**src/hw/rtl/vcl_pkg.sv**
```systemverilog
// Shared types, widths and codes for the value-to-colormap lookup block.
// No dependencies; every other file but vcl_ram imports this package.
package vcl_pkg;

    localparam int TABLE_DEPTH  = 256;
    localparam int SAMPLE_WIDTH = 64;

    localparam int CFG_W   = 64;
    localparam int COLOR_W = 24;
    localparam int IDX_W   = $clog2(TABLE_DEPTH);
    localparam int LEN_W   = $clog2(TABLE_DEPTH + 1);
    localparam int PROD_W  = CFG_W + LEN_W;
    localparam int CNT_W   = $clog2(IDX_W + 1);

    typedef enum logic [1:0] {
        REG_START_VALUE   = 2'd0,
        REG_END_VALUE     = 2'd1,
        REG_TABLE_LENGTH  = 2'd2,
        REG_ONLY_SELECTED = 2'd3
    } cfg_reg_t;

    typedef enum logic {
        KIND_SAMPLE = 1'b0,
        KIND_LOAD   = 1'b1
    } kind_t;

    typedef enum logic [2:0] {
        ST_IDLE,
        ST_EVAL,
        ST_DIV,
        ST_READ,
        ST_FINISH
    } state_t;

    typedef enum logic [1:0] {
        DV_IDLE,
        DV_MUL,
        DV_DIV,
        DV_FIN
    } div_state_t;

    typedef struct packed {
        logic                           kind;
        logic signed [SAMPLE_WIDTH-1:0] sample_value;
        logic                           selected;
        logic [7:0]                     entry_index;
        logic [23:0]                    entry_color;
    } vcl_in_t;

    typedef struct packed {
        logic [7:0] color_red;
        logic [7:0] color_green;
        logic [7:0] color_blue;
        logic       recolored;
        logic [7:0] table_position;
    } vcl_out_t;

endpackage

```
**src/hw/rtl/vcl_scale_div.sv**
```systemverilog
// Serial unit for floor(offset * len / span): shift-add multiply, then restoring divide.
// Depends on vcl_pkg.
module vcl_scale_div (
    input  logic                     clk,
    input  logic                     rst_n,
    input  logic                     start,
    input  logic [vcl_pkg::CFG_W-1:0] offset,
    input  logic [vcl_pkg::CFG_W-1:0] span,
    input  logic [vcl_pkg::LEN_W-1:0] len,
    output logic                     done,
    output logic [vcl_pkg::IDX_W-1:0] quotient
);
    import vcl_pkg::*;

    div_state_t         phase_reg, phase_next;
    logic [PROD_W-1:0]  acc_reg, acc_next;
    logic [PROD_W-1:0]  mcand_reg, mcand_next;
    logic [LEN_W-1:0]   mplier_reg, mplier_next;
    logic [CFG_W-1:0]   span_reg, span_next;
    logic [PROD_W-1:0]  dsr_reg, dsr_next;
    logic [CNT_W-1:0]   cnt_reg, cnt_next;
    logic [IDX_W-1:0]   q_reg, q_next;
    logic               fits;

    always_ff @(posedge clk or negedge rst_n)
    begin
        if (!rst_n)
        begin
            phase_reg <= DV_IDLE;
        end
        else
        begin
            phase_reg <= phase_next;
        end
    end

    always_ff @(posedge clk)
    begin
        acc_reg    <= acc_next;
        mcand_reg  <= mcand_next;
        mplier_reg <= mplier_next;
        span_reg   <= span_next;
        dsr_reg    <= dsr_next;
        cnt_reg    <= cnt_next;
        q_reg      <= q_next;
    end

    assign fits = (acc_reg >= dsr_reg);

    always_comb
    begin
        phase_next  = phase_reg;
        acc_next    = acc_reg;
        mcand_next  = mcand_reg;
        mplier_next = mplier_reg;
        span_next   = span_reg;
        dsr_next    = dsr_reg;
        cnt_next    = cnt_reg;
        q_next      = q_reg;
        case (phase_reg)
            DV_IDLE:
            begin
                if (start)
                begin
                    acc_next    = '0;
                    mcand_next  = PROD_W'(offset);
                    mplier_next = len;
                    span_next   = span;
                    phase_next  = DV_MUL;
                end
            end
            DV_MUL:
            begin
                if (mplier_reg == '0)
                begin
                    dsr_next   = PROD_W'(span_reg) << (IDX_W - 1);
                    cnt_next   = CNT_W'(IDX_W - 1);
                    q_next     = '0;
                    phase_next = DV_DIV;
                end
                else
                begin
                    if (mplier_reg[0])
                    begin
                        acc_next = acc_reg + mcand_reg;
                    end
                    mcand_next  = mcand_reg << 1;
                    mplier_next = mplier_reg >> 1;
                end
            end
            DV_DIV:
            begin
                if (fits)
                begin
                    acc_next = acc_reg - dsr_reg;
                end
                q_next   = IDX_W'({q_reg, fits});
                dsr_next = dsr_reg >> 1;
                if (cnt_reg == '0)
                begin
                    phase_next = DV_FIN;
                end
                else
                begin
                    cnt_next = cnt_reg - 1'b1;
                end
            end
            DV_FIN:
            begin
                phase_next = DV_IDLE;
            end
            default:
            begin
                phase_next = DV_IDLE;
            end
        endcase
    end

    assign done     = (phase_reg == DV_FIN);
    assign quotient = q_reg;
endmodule

```
**config.mk**
```make
export PLATFORM = sky130hd
export DESIGN_NAME = vcl_scale_div
export DESIGN_NICKNAME = d
export VERILOG_FILES = /design/src/hw/rtl/vcl_pkg.sv /design/src/hw/rtl/vcl_scale_div.sv
export SDC_FILE = /design/constraint.sdc
export NUM_CORES = 1
export LEC_CHECK = 0
export CAP_MARGIN = 20
export CORE_ASPECT_RATIO = 1.1
export CORE_MARGIN = 3
export CORE_UTILIZATION = 59
export DETAILED_ROUTE_END_ITERATION = 10
export DONT_BUFFER_PORTS = 1
export PLACE_DENSITY = 0.78
export SLEW_MARGIN = 15
export SYNTH_ARGS = -nofsm -noshare
export SYNTH_HDL_FRONTEND = slang
export SYNTH_SLANG_ARGS = --single-unit
```
**constraint.sdc**
```tcl
create_clock -name clk -period 8.25 [get_ports clk]
set_input_delay 2.0625 -clock clk [delete_from_list [all_inputs] [get_ports clk]]
set_output_delay 2.0625 -clock clk [all_outputs]
set_load 0.03 [all_outputs]
```
After elaboration in Yosys (flattened, before gate mapping)
Cells that the tools add are included.

word-level totals
  bits of input ports = 140
  logic and storage cells = 56
  output and inout bits = 9
  register bits = 306

cells by class
  multiplexer cells = 22
  add/subtract/negate cells = 3
  reductions and logical operators = 12
  equality and inequality tests = 10
  magnitude comparators = 1

operators with widths
  kind                                                                number
  73-bit 2-to-1 mux                                                   7
  73-bit case mux with 2 select lines                                 2
  73-bit case mux with 3 select lines                                 1
  73-bit adder                                                        1
  73-bit >= comparator                                                1
  73-bit subtractor                                                   1
  9-bit 2-to-1 mux                                                    2
  9-bit case mux with 2 select lines                                  1
  8-bit case mux with 2 select lines                                  1
  2-bit inequality test, second input constant                        7
  9-bit logical NOT                                                   1
  3-bit AND reduction                                                 3
  4-bit 2-to-1 mux                                                    2
  8-bit 2-to-1 mux                                                    1
  2-bit case mux with 4 select lines                                  1
  4-bit case mux with 2 select lines                                  1
  2-bit 2-to-1 mux                                                    3
  5-bit AND reduction                                                 1
  2-bit == test, second input constant                                2
  4-bit logical NOT                                                   1
  2-bit AND reduction                                                 2
  2-bit nonzero test                                                  2
  4-bit by 1-bit subtractor with 4-bit output, second input constant  1
  3-bit nonzero test                                                  1
  other kinds (2)                                                     2

Longest topological paths before layout
Gate-level depths: netlist of run 1.

  word-level depth = 4
  gate-level depth with buffers = 15
  mapped depth without buffers = 15

Worst setup path after synthesis of run 1
No wires, ideal clock.

  kind = input port to flip-flop
  start = in start
  end = reg mcand_reg[0] (enable)
  buffers on the path = 0
  setup time = 644 ps
  cell stages on the path = 2
  path slack = -548 ps
  data arrival time = 8154 ps
  data required time = 7606 ps
  path through = nor2b_1 > a211oi_1

on the way
  cells in the longest elaborated chain, start to end = 2

RTL lines
  what                             line                 source
  from (decl)                      vcl_scale_div.sv:6   input logic start,
  2-bit inequality test (no line)  --
  3-bit AND reduction (no line)    --
  to (signal assigned)             vcl_scale_div.sv:40  mcand_reg <= mcand_next;
  to (decl)                        vcl_scale_div.sv:17  logic [PROD_W-1:0] mcand_reg, mcand_next;

Every way passes these cells.
A chain may end at the register's enable or synchronous reset.

Worst setup path in the final report of run 1
  start = reg acc_reg[1]
  end = reg acc_reg[13] (enable)

on the way
  cells in the longest elaborated chain, start to end = 3

RTL lines
  what                             line                 source
  from (decl)                      vcl_scale_div.sv:16  logic [PROD_W-1:0] acc_reg, acc_next;
  from (signal assigned)           vcl_scale_div.sv:39  acc_reg <= acc_next;
  73-bit >= comparator             vcl_scale_div.sv:48  assign fits = (acc_reg >= dsr_reg);
  2-bit inequality test (no line)  --
  5-bit AND reduction (no line)    --

Every way passes these cells.

==> results of run 1 <==
## synthesized netlist by cell type, types with 63 or more instances
master	count	area (um^2)
xor2_1	63	552
edfxtp_1	302	9070
a21o_1	75	563
a21oi_1	174	871
o21ai_0	83	415
ha_1	150	1880
nor2_1	97	364
nand2_1	131	492
mux2_2	134	1510
xnor2_1	77	674
inv_1	119	447
clkbuf_1	82	308
## worst reg2reg max path: cells and delay by family, from the launching register on
family / cells / cell delay, ps
buf+inv: 1 / 550
flops: 1 / 480
fa+ha+maj: 1 / 350
simple gates: 2 / 420
compound gates: 9 / 2260
## path summary, 6_finish.rpt
kind,endpoint,from
hold / removal,dsr_reg[70],span_reg[63]
hold reg to reg,dsr_reg[70],span_reg[63]
max in group asynchronous,phase_reg[0],rst_n
min in group asynchronous,phase_reg[1],rst_n
setup / recovery,acc_reg[13],acc_reg[1]
setup reg to reg,acc_reg[13],acc_reg[1]
## metrics by stage
step	utilization	area (um^2)	hold WS, ps
finish	0.646	22200	543
global route	0.646	22200	562
floorplan	-	20700	509
CTS	0.646	22200	546
global placement	0.611	21000	530
detailed placement	0.611	21000	532
## layout by cell type (no fill, tap or decap), types with 6 or more instances in the layout
cell,instances
o211ai_1,17
buf_4,12
nor4_1,10
and3_1,6
xnor2_1,77
nand4_1,47
inv_1,119
xor2_1,63
and2_1,25
a31oi_1,21
clkinv_1,7
nand2b_1,13
o21bai_1,25
edfxtp_1,302
or3_1,7
o21a_1,17
nor2_1,97
nor3_1,32
ha_1,148
mux2_2,134
o22ai_1,34
o221ai_1,6
o21ai_0,82
nand2_1,131
nand3_1,18
a21o_1,75
nor2b_1,52
a221o_1,7
a21oi_1,174
a211oi_1,9
a21boi_0,11
clkbuf_16,38
o21ai_1,15
a22oi_1,37
## metal layers
layer  track usage  part of all wire
met3        0.0452             0.062
met5             0                 0
met2         0.476              0.49
met4         0.116             0.042
met1         0.362              0.41
## logic make-up after synthesis
| family | synth area share |
|---|---|
| XOR/XNOR | 0.0594 |
| flip-flops | 0.442 |
| adder cells (fa/ha/maj) | 0.0928 |
| multiplexers | 0.0731 |
| AO/OA/AOI/OAI | 0.185 |
| buffers and inverters | 0.0384 |
| AND/OR/NAND/NOR | 0.110 |
## cell type report
cell class              count  area [um^2]
repair buffers             12         90.1
fillers                  2718        12200
well taps                 438          548
clock buffers              42          966
flip-flops and latches    304         9120
multi-input cells        1473        10800
clock inverters            22          251
inverters                 119          447
==> flow_metrics.env, run 1 <==
export IMPL_preCtsSetupSlack_ps=3800
export IMPL_synthFlopType="edfxtp_1"
export IMPL_die_h_um=202
export IMPL_ys_types=76
export IMPL_grt_max_degree=71
export IMPL_fmax_mhz=224
export IMPL_cp_num_cells=13
export IMPL_setup_violations=0
export IMPL_syn_nets=2279
export IMPL_drcViolationCount=0
export IMPL_dp_hpwl_um=39700
export IMPL_setup_ws_ps=3780
export IMPL_critPathSlowestCell="buf_4"
export IMPL_coreArea_mm2=0.0344
export IMPL_die_w_um=184
export IMPL_cts_root_buf="clkbuf_16"
export IMPL_gp_congestion=0.948
export IMPL_fin_crit_sh=0.541
export IMPL_grt_first_pass_wirelength_um=83400
export IMPL_worstPathArrival_ps=4640
export IMPL_diodes=0
export IMPL_postCtsSetupRepairBufs=0
export IMPL_syn_inst=1987
export IMPL_hold_path_class="flip-flop to flip-flop"
export IMPL_cts_hold_buf=0
export IMPL_critPathLaunchType="flip-flop"
export IMPL_whs_path_depth=1
export IMPL_drt_iter0_drc=1088
export IMPL_fin_crit_ps=4470
export IMPL_synth_edf_count=302
export IMPL_synth_seq_cells=304
export IMPL_wirelength_um=53200
export IMPL_reg2regPathDepth=13
export IMPL_clock_sinks=304
export IMPL_cts_inserted_buffers=36
export IMPL_reg2reg_slack_ps=3780
export IMPL_antenna_found_initial=0
export IMPL_cts_resized=0
export IMPL_fin_cells=2410
export IMPL_start_util=0.601
export IMPL_clockBufferDepth=3
export IMPL_fin_setup_tns_ps=0
export IMPL_clk_pin_slew_ps=60
export IMPL_yosys_warnings=0
export IMPL_cpPeakStageDelay_ps=550
export IMPL_clock_skew_final_ps=31.9
export IMPL_drt_pass1_iter_count=6
export IMPL_rows=71
export IMPL_fp_dieArea_mm2=0.0373
export IMPL_vias=15580
export IMPL_grt_overflow=0
export IMPL_grt_pass1_vias=15543
export IMPL_cts_htree_levels=2
export IMPL_cp_buffers_inverters=1
export IMPL_track_usage=0.282
export IMPL_postSynthAreaPerCell_um2=10.4
export IMPL_syn2layout_area_growth_pct=7.61
export IMPL_run_status="finished clean"
export IMPL_dp_cells=2346
export IMPL_synth_seq_area_share=0.442
export IMPL_cpLargestDelayFamily="compound AO/OA/AOI/OAI gates"
export IMPL_synth_area_mm2=0.0207
export IMPL_io_pins=149
export IMPL_hold_viol_final=0
export IMPL_rsz0062_at_grt="false"
export IMPL_worstSetupPathType="flip-flop to flip-flop"
export IMPL_wl_per_cell_um=22.1
export IMPL_clk_latency_ps=560
export IMPL_cp_cell_sequence="ha_1 > nor2b_1 > o31ai_2 > a2111o_1 > a211oi_2 > o2111ai_1 > a2111oi_2 > or2_2 > a21boi_2 > o21ai_1 > a21oi_1 > a2111oi_4 > buf_4"
export IMPL_required_ps=8420
export IMPL_viasPerCell=6.46
export IMPL_maxCapViolCount=0
export IMPL_cts_tree="yes"
export IMPL_worst_pin_slew_ps=951
export IMPL_final_max_slew_viol_count=0
export IMPL_slew_headroom=0.366
export IMPL_ys_async_sr_fraction=0.00658
export IMPL_drive_gt1_frac=0.113
export IMPL_port_buffers=0
export IMPL_fin_nets=2238
export IMPL_endpoint_kind="flip-flop"
export IMPL_crit_fanout=36
export IMPL_ant_nets=0
Power of run 1 is not shown: default switching activity piles up to over one toggle a cycle in this logic, so the estimate is an artifact.
==> run 2, diff against run 1 <==
- CORE_UTILIZATION: 59 -> 65
- PLACE_DENSITY: 0.78 -> 0.81
- clock period: 8.25 -> 4.4 ns (I/O delays scaled with it)
==> run 2 against run 1 <==
Compared with the run above:
- core utilization grew 7.4 points
- register-to-register slack lost 3400 ps
- first-iteration DRC count grew 22%
- global-route usage grew 2.9 points
- hold slack lost 280 ps
- sequential cell count is the same
- critical path depth is the same
- clock-buffer cell count shrank 2
- clock skew shrank 18 ps
- critical path type unchanged
- largest cell class unchanged
==> flow_metrics.env, run 2 (synthesis gave the netlist of run 1 again) <==
export IMPL_grt_first_pass_wirelength_um=83700
export IMPL_cts_htree_levels=2
export IMPL_endpoint_kind="flip-flop"
export IMPL_clock_skew_final_ps=13.8
export IMPL_register_area_mm2=0.00912
export IMPL_grt_pass1_vias=15711
export IMPL_cts_hold_buf=0
export IMPL_gp_congestion=0.980
export IMPL_diodes=0
export IMPL_fin_crit_ps=4060
export IMPL_run_status="finished clean"
export IMPL_rsz0062_at_grt="false"
export IMPL_start_util=0.668
export IMPL_fp_dieArea_mm2=0.0340
export IMPL_cts_inserted_buffers=35
export IMPL_wirelength_um=53900
export IMPL_setup_violations=0
export IMPL_clk_latency_ps=540
export IMPL_required_ps=4610
export IMPL_viasPerCell=6.59
export IMPL_die_w_um=176
export IMPL_critPathLaunchType="flip-flop"
export IMPL_wl_per_cell_um=22.5
export IMPL_fin_crit_sh=0.923
export IMPL_final_common_cell="edfxtp_1"
export IMPL_clock_sinks=304
export IMPL_cts_tree="yes"
export IMPL_hold_viol_final=0
export IMPL_hold_path_class="primary input to async pin"
export IMPL_clk_pin_slew_ps=60
export IMPL_final_cell_mix="edfxtp_1, a21oi_1, ha_1"
export IMPL_syn2layout_area_growth_pct=7.92
export IMPL_crit_fanout=23
export IMPL_fmax_mhz=246
export IMPL_worstPathArrival_ps=4270
export IMPL_fin_nets=2250
export IMPL_rows=67
export IMPL_placed_area_mm2=0.0211
export IMPL_cts_root_buf="clkbuf_16"
export IMPL_cts_resized=0
export IMPL_die_h_um=193
export IMPL_track_usage=0.311
export IMPL_drt_pass1_iter_count=5
export IMPL_vias=15785
export IMPL_worstSetupPathType="flip-flop to flip-flop"
export IMPL_coreArea_mm2=0.0309
export IMPL_grt_overflow=0
export IMPL_worst_pin_slew_ps=785
export IMPL_dp_hpwl_um=40400
export IMPL_slew_headroom=0.477
export IMPL_drt_iter0_drc=1327
export IMPL_drcViolationCount=0
export IMPL_postCtsSetupRepairBufs=0
export IMPL_ant_nets=0
export IMPL_antenna_found_initial=0
export IMPL_fin_cells=2396
export IMPL_drive_gt1_frac=0.121
export IMPL_dp_cells=2335
export IMPL_grt_max_degree=51
export IMPL_port_buffers=0
export IMPL_nFillCells=2245
export IMPL_multiInputGateArea_mm2=0.0108
export IMPL_maxCapViolCount=0
export IMPL_clockBufferDepth=3
export IMPL_final_max_slew_viol_count=0
export IMPL_hold_worst_slack_ps=261
export IMPL_design_area_mm2=0.0223
export IMPL_io_pins=149
==> run 2: cell types whose count changed in the layout (fill, tap and decap cells not counted), sizes merged <==
cell and delta:
clkbuf -2, buf +13, inv +1, clkinvlp -2
==> run 2: layer usage <==
metal | vias to the layer above | track usage | part of all wire
li1 | 7400 | - | -
met1 | 7603 | 0.379 | 0.39
met2 | 642 | 0.557 | 0.50
met3 | 140 | 0.0443 | 0.064
met4 | 0 | 0.126 | 0.044
met5 | - | 0 | 0
==> run 2: final timing paths <==
path	slack, ps	from	to	cells after the start
max	340	acc_reg[1]	acc_reg[53]	13
max in group asynchronous	4070	rst_n	phase_reg[0]	0
min	260	rst_n	phase_reg[1]	0
max reg2reg	340	acc_reg[1]	acc_reg[53]	13
min reg2reg	540	span_reg[63]	dsr_reg[70]	1
min in group clk	540	span_reg[63]	dsr_reg[70]	1
==> run 2: critical path, cell delays in order, from the launching register on <==
cell,delay [ps]
edfxtp_1,490
ha_1,350
nor2b_4,150
o31ai_2,110
a2111o_1,430
a211oi_2,280
o2111ai_2,170
a2111oi_2,390
or2_4,210
a21boi_2,60
o21ai_1,190
a21oi_2,110
a2111oi_4,400
buf_4,390
==> run 2: through the flow <==
step	setup slack, ps	util	TNS (ps)
after floorplan	-1160	-	-84450
after global placement	452	0.683	0
after CTS	329	0.721	0
after detailed placement	349	0.683	0
after global routing	169	0.721	0
final	339	0.721	0
==> run 2: layout make-up <==
type | count | share of cell area
inverter | 119 | 0.0200
tap | 414 | 0.0232
clock buffer | 40 | 0.0411
clock inverter | 21 | 0.0113
timing repair buffer | 25 | 0.00954
multi-input combinational | 1473 | 0.486
sequential | 304 | 0.409
Power of run 2 is left out for the same reason.
==> run 3, diff against run 2 <==
- BUFFER_PORTS_ARGS: unset -> -buffer_cell sky130_fd_sc_hd__buf_4
- CELL_PAD_IN_SITES_DETAIL_PLACEMENT: unset -> 0
- CELL_PAD_IN_SITES_GLOBAL_PLACEMENT: unset -> 1
- CORE_MARGIN: 3 -> unset
- CORE_UTILIZATION: 65 -> 49
- DONT_BUFFER_PORTS: 1 -> unset
- PLACE_DENSITY: 0.81 -> unset
- PLACE_DENSITY_LB_ADDON: unset -> 0.1
==> run 3 against run 2 <==
Compared with the run above:
- maximum frequency is 2.1% lower
- final area is 6.5% higher
- die area is 27% higher
- sequential cell count stayed put
- register-to-register slack worse by 90 ps
- via count is 0.64% higher
- critical path depth is 1 higher
- clock-buffer cell count is 9 higher
- routed wire length is 5.4% higher
- sequential share of layout area is 2.5 points lower
- global-route usage is 4.6 points lower
- core utilization is 15 points lower
==> flow_metrics.env, run 3 (synthesis gave the netlist of run 1 again) <==
export IMPL_grt_first_pass_wirelength_um=88300
export IMPL_critPathLaunchType="flip-flop"
export IMPL_cp_cell_sequence="ha_1 > nor2b_4 > o31ai_2 > a2111o_1 > a211oi_2 > o2111ai_2 > a2111oi_2 > or2_4 > a21boi_2 > o21ai_1 > a21oi_2 > a2111oi_4 > buf_4 > buf_6"
export IMPL_drt_pass1_iter_count=5
export IMPL_vias=15886
export IMPL_drt_iter0_drc=934
export IMPL_worstPathArrival_ps=4390
export IMPL_rows=78
export IMPL_dp_hpwl_um=42800
export IMPL_worst_pin_slew_ps=879
export IMPL_grt_pass1_vias=16045
export IMPL_cts_htree_levels=2
export IMPL_utilization=0.574
export IMPL_cts_hold_buf=0
export IMPL_fin_nets=2406
export IMPL_io_pins=149
export IMPL_wirelength_um=56800
export IMPL_clockBufferDepth=3
export IMPL_antenna_found_initial=0
export IMPL_fin_crit_sh=0.943
export IMPL_start_util=0.499
export IMPL_die_w_um=198
export IMPL_endpoint_kind="flip-flop"
export IMPL_port_buffers=148
export IMPL_worstSetupPathType="flip-flop to flip-flop"
export IMPL_crit_fanout=21
export IMPL_syn2layout_area_growth_pct=14.9
export IMPL_die_h_um=217
export IMPL_cts_tree="yes"
export IMPL_setup_ws_ps=252
export IMPL_grt_overflow=0
export IMPL_slew_headroom=0.414
export IMPL_preCtsSetupSlack_ps=287
export IMPL_final_common_cell="edfxtp_1"
export IMPL_cts_inserted_buffers=38
export IMPL_clk_latency_ps=570
export IMPL_track_usage=0.265
export IMPL_viasPerCell=5.88
export IMPL_r2r_start="acc_reg[1]"
export IMPL_final_cell_mix="edfxtp_1, buf_4, a21oi_1"
export IMPL_ant_nets=0
export IMPL_fin_crit_ps=4150
export IMPL_run_status="finished clean"
export IMPL_cpPeakStageDelay_ps=500
export IMPL_final_max_slew_viol_count=0
export IMPL_setup_violations=0
export IMPL_reg2regPathDepth=14
export IMPL_cts_root_buf="clkbuf_16"
export IMPL_drcViolationCount=0
export IMPL_fp_dieArea_mm2=0.0430
export IMPL_critPathSlowestCell="edfxtp_1"
export IMPL_hold_path_class="primary input to async pin"
export IMPL_rr_endpoint="acc_reg[64]"
export IMPL_wl_per_cell_um=21.0
export IMPL_clk_pin_slew_ps=60
export IMPL_grt_max_degree=56
export IMPL_hold_viol_final=0
export IMPL_rsz0062_at_grt="false"
export IMPL_reg2reg_slack_ps=250
export IMPL_fmax_mhz=241
export IMPL_required_ps=4650
export IMPL_clock_sinks=304
export IMPL_gp_congestion=0.913
export IMPL_coreArea_mm2=0.0414
export IMPL_clock_skew_final_ps=14.9
export IMPL_drive_gt1_frac=0.185
export IMPL_nFillCells=3650
export IMPL_maxCapViolCount=0
[run 3: cell count changes in the layout (fill, tap and decap cells not counted), moves of 2 or more]
| cell | before | now |
|---|---|---|
| ha_2 | 0 | 2 |
| clkbuf_8 | 0 | 2 |
| buf_4 | 23 | 174 |
| clkbuf_1 | 4 | 9 |
| clkbuf_16 | 36 | 39 |
| ha_1 | 148 | 146 |
[run 3: worst max path at each step]
stage	start	to	slack [ps]	cells past startpoint
2_1_floorplan	acc_reg[1]	acc_reg[0]	-1160	12
3_3_place_gp	acc_reg[1]	acc_reg[30]	380	13
3_5_place_dp	acc_reg[1]	acc_reg[30]	290	13
4_1_cts	acc_reg[1]	acc_reg[37]	270	13
5_1_grt	acc_reg[9]	acc_reg[64]	30	14
6_report	acc_reg[1]	acc_reg[64]	250	14
[run 3: what timing repair did]
action	in CTS	in global routing
endpoints found under the hold margin	0	0
setup buffers	0	1
gates resized for setup	0	2
setup endpoints to repair	0	38
[run 3: metrics by stage]
| stage | cell area (um^2) | hold slack, ps | cells | setup TNS (ps) |
|---|---|---|---|---|
| after floorplan | 20700 | 509 | 1987 | -84450 |
| after global placement | 22500 | 525 | 2632 | 0 |
| after detailed placement | 22500 | 534 | 2632 | 0 |
| after CTS | 23700 | 279 | 2700 | 0 |
| after global routing | 23700 | 293 | 2702 | 0 |
| final | 23700 | 304 | 2703 | 0 |
[run 3: metal layers]
metal,share of wire,global-route usage,vias to the layer above
met5,0,0,-
met4,0.038,0.110,0
met3,0.039,0.0305,116
met2,0.49,0.459,398
met1,0.43,0.334,7652
li1,-,-,7720
[run 3: area by class of cell]
class | count | area [um^2] | share of cell area
tap | 560 | 701 | 0.0295
sequential | 304 | 9120 | 0.384
timing repair buffer | 178 | 1380 | 0.0583
clock inverter | 19 | 241 | 0.0102
inverter | 119 | 447 | 0.0188
multi-input combinational | 1473 | 10800 | 0.456
antenna | 1 | 2.50 | 0.000105
clock buffer | 49 | 1010 | 0.0426
[run 3: critical path, delay by kind of cell, from the launching register on]
family                   cells  cell delay, ps
AO/OA/AOI/OAI                9            2150
adder cells (fa/ha/maj)      1             350
buffers and inverters        2             470
flip-flops                   1             500
AND/OR/NAND/NOR              2             370
Power of run 3 is left out for the same reason.
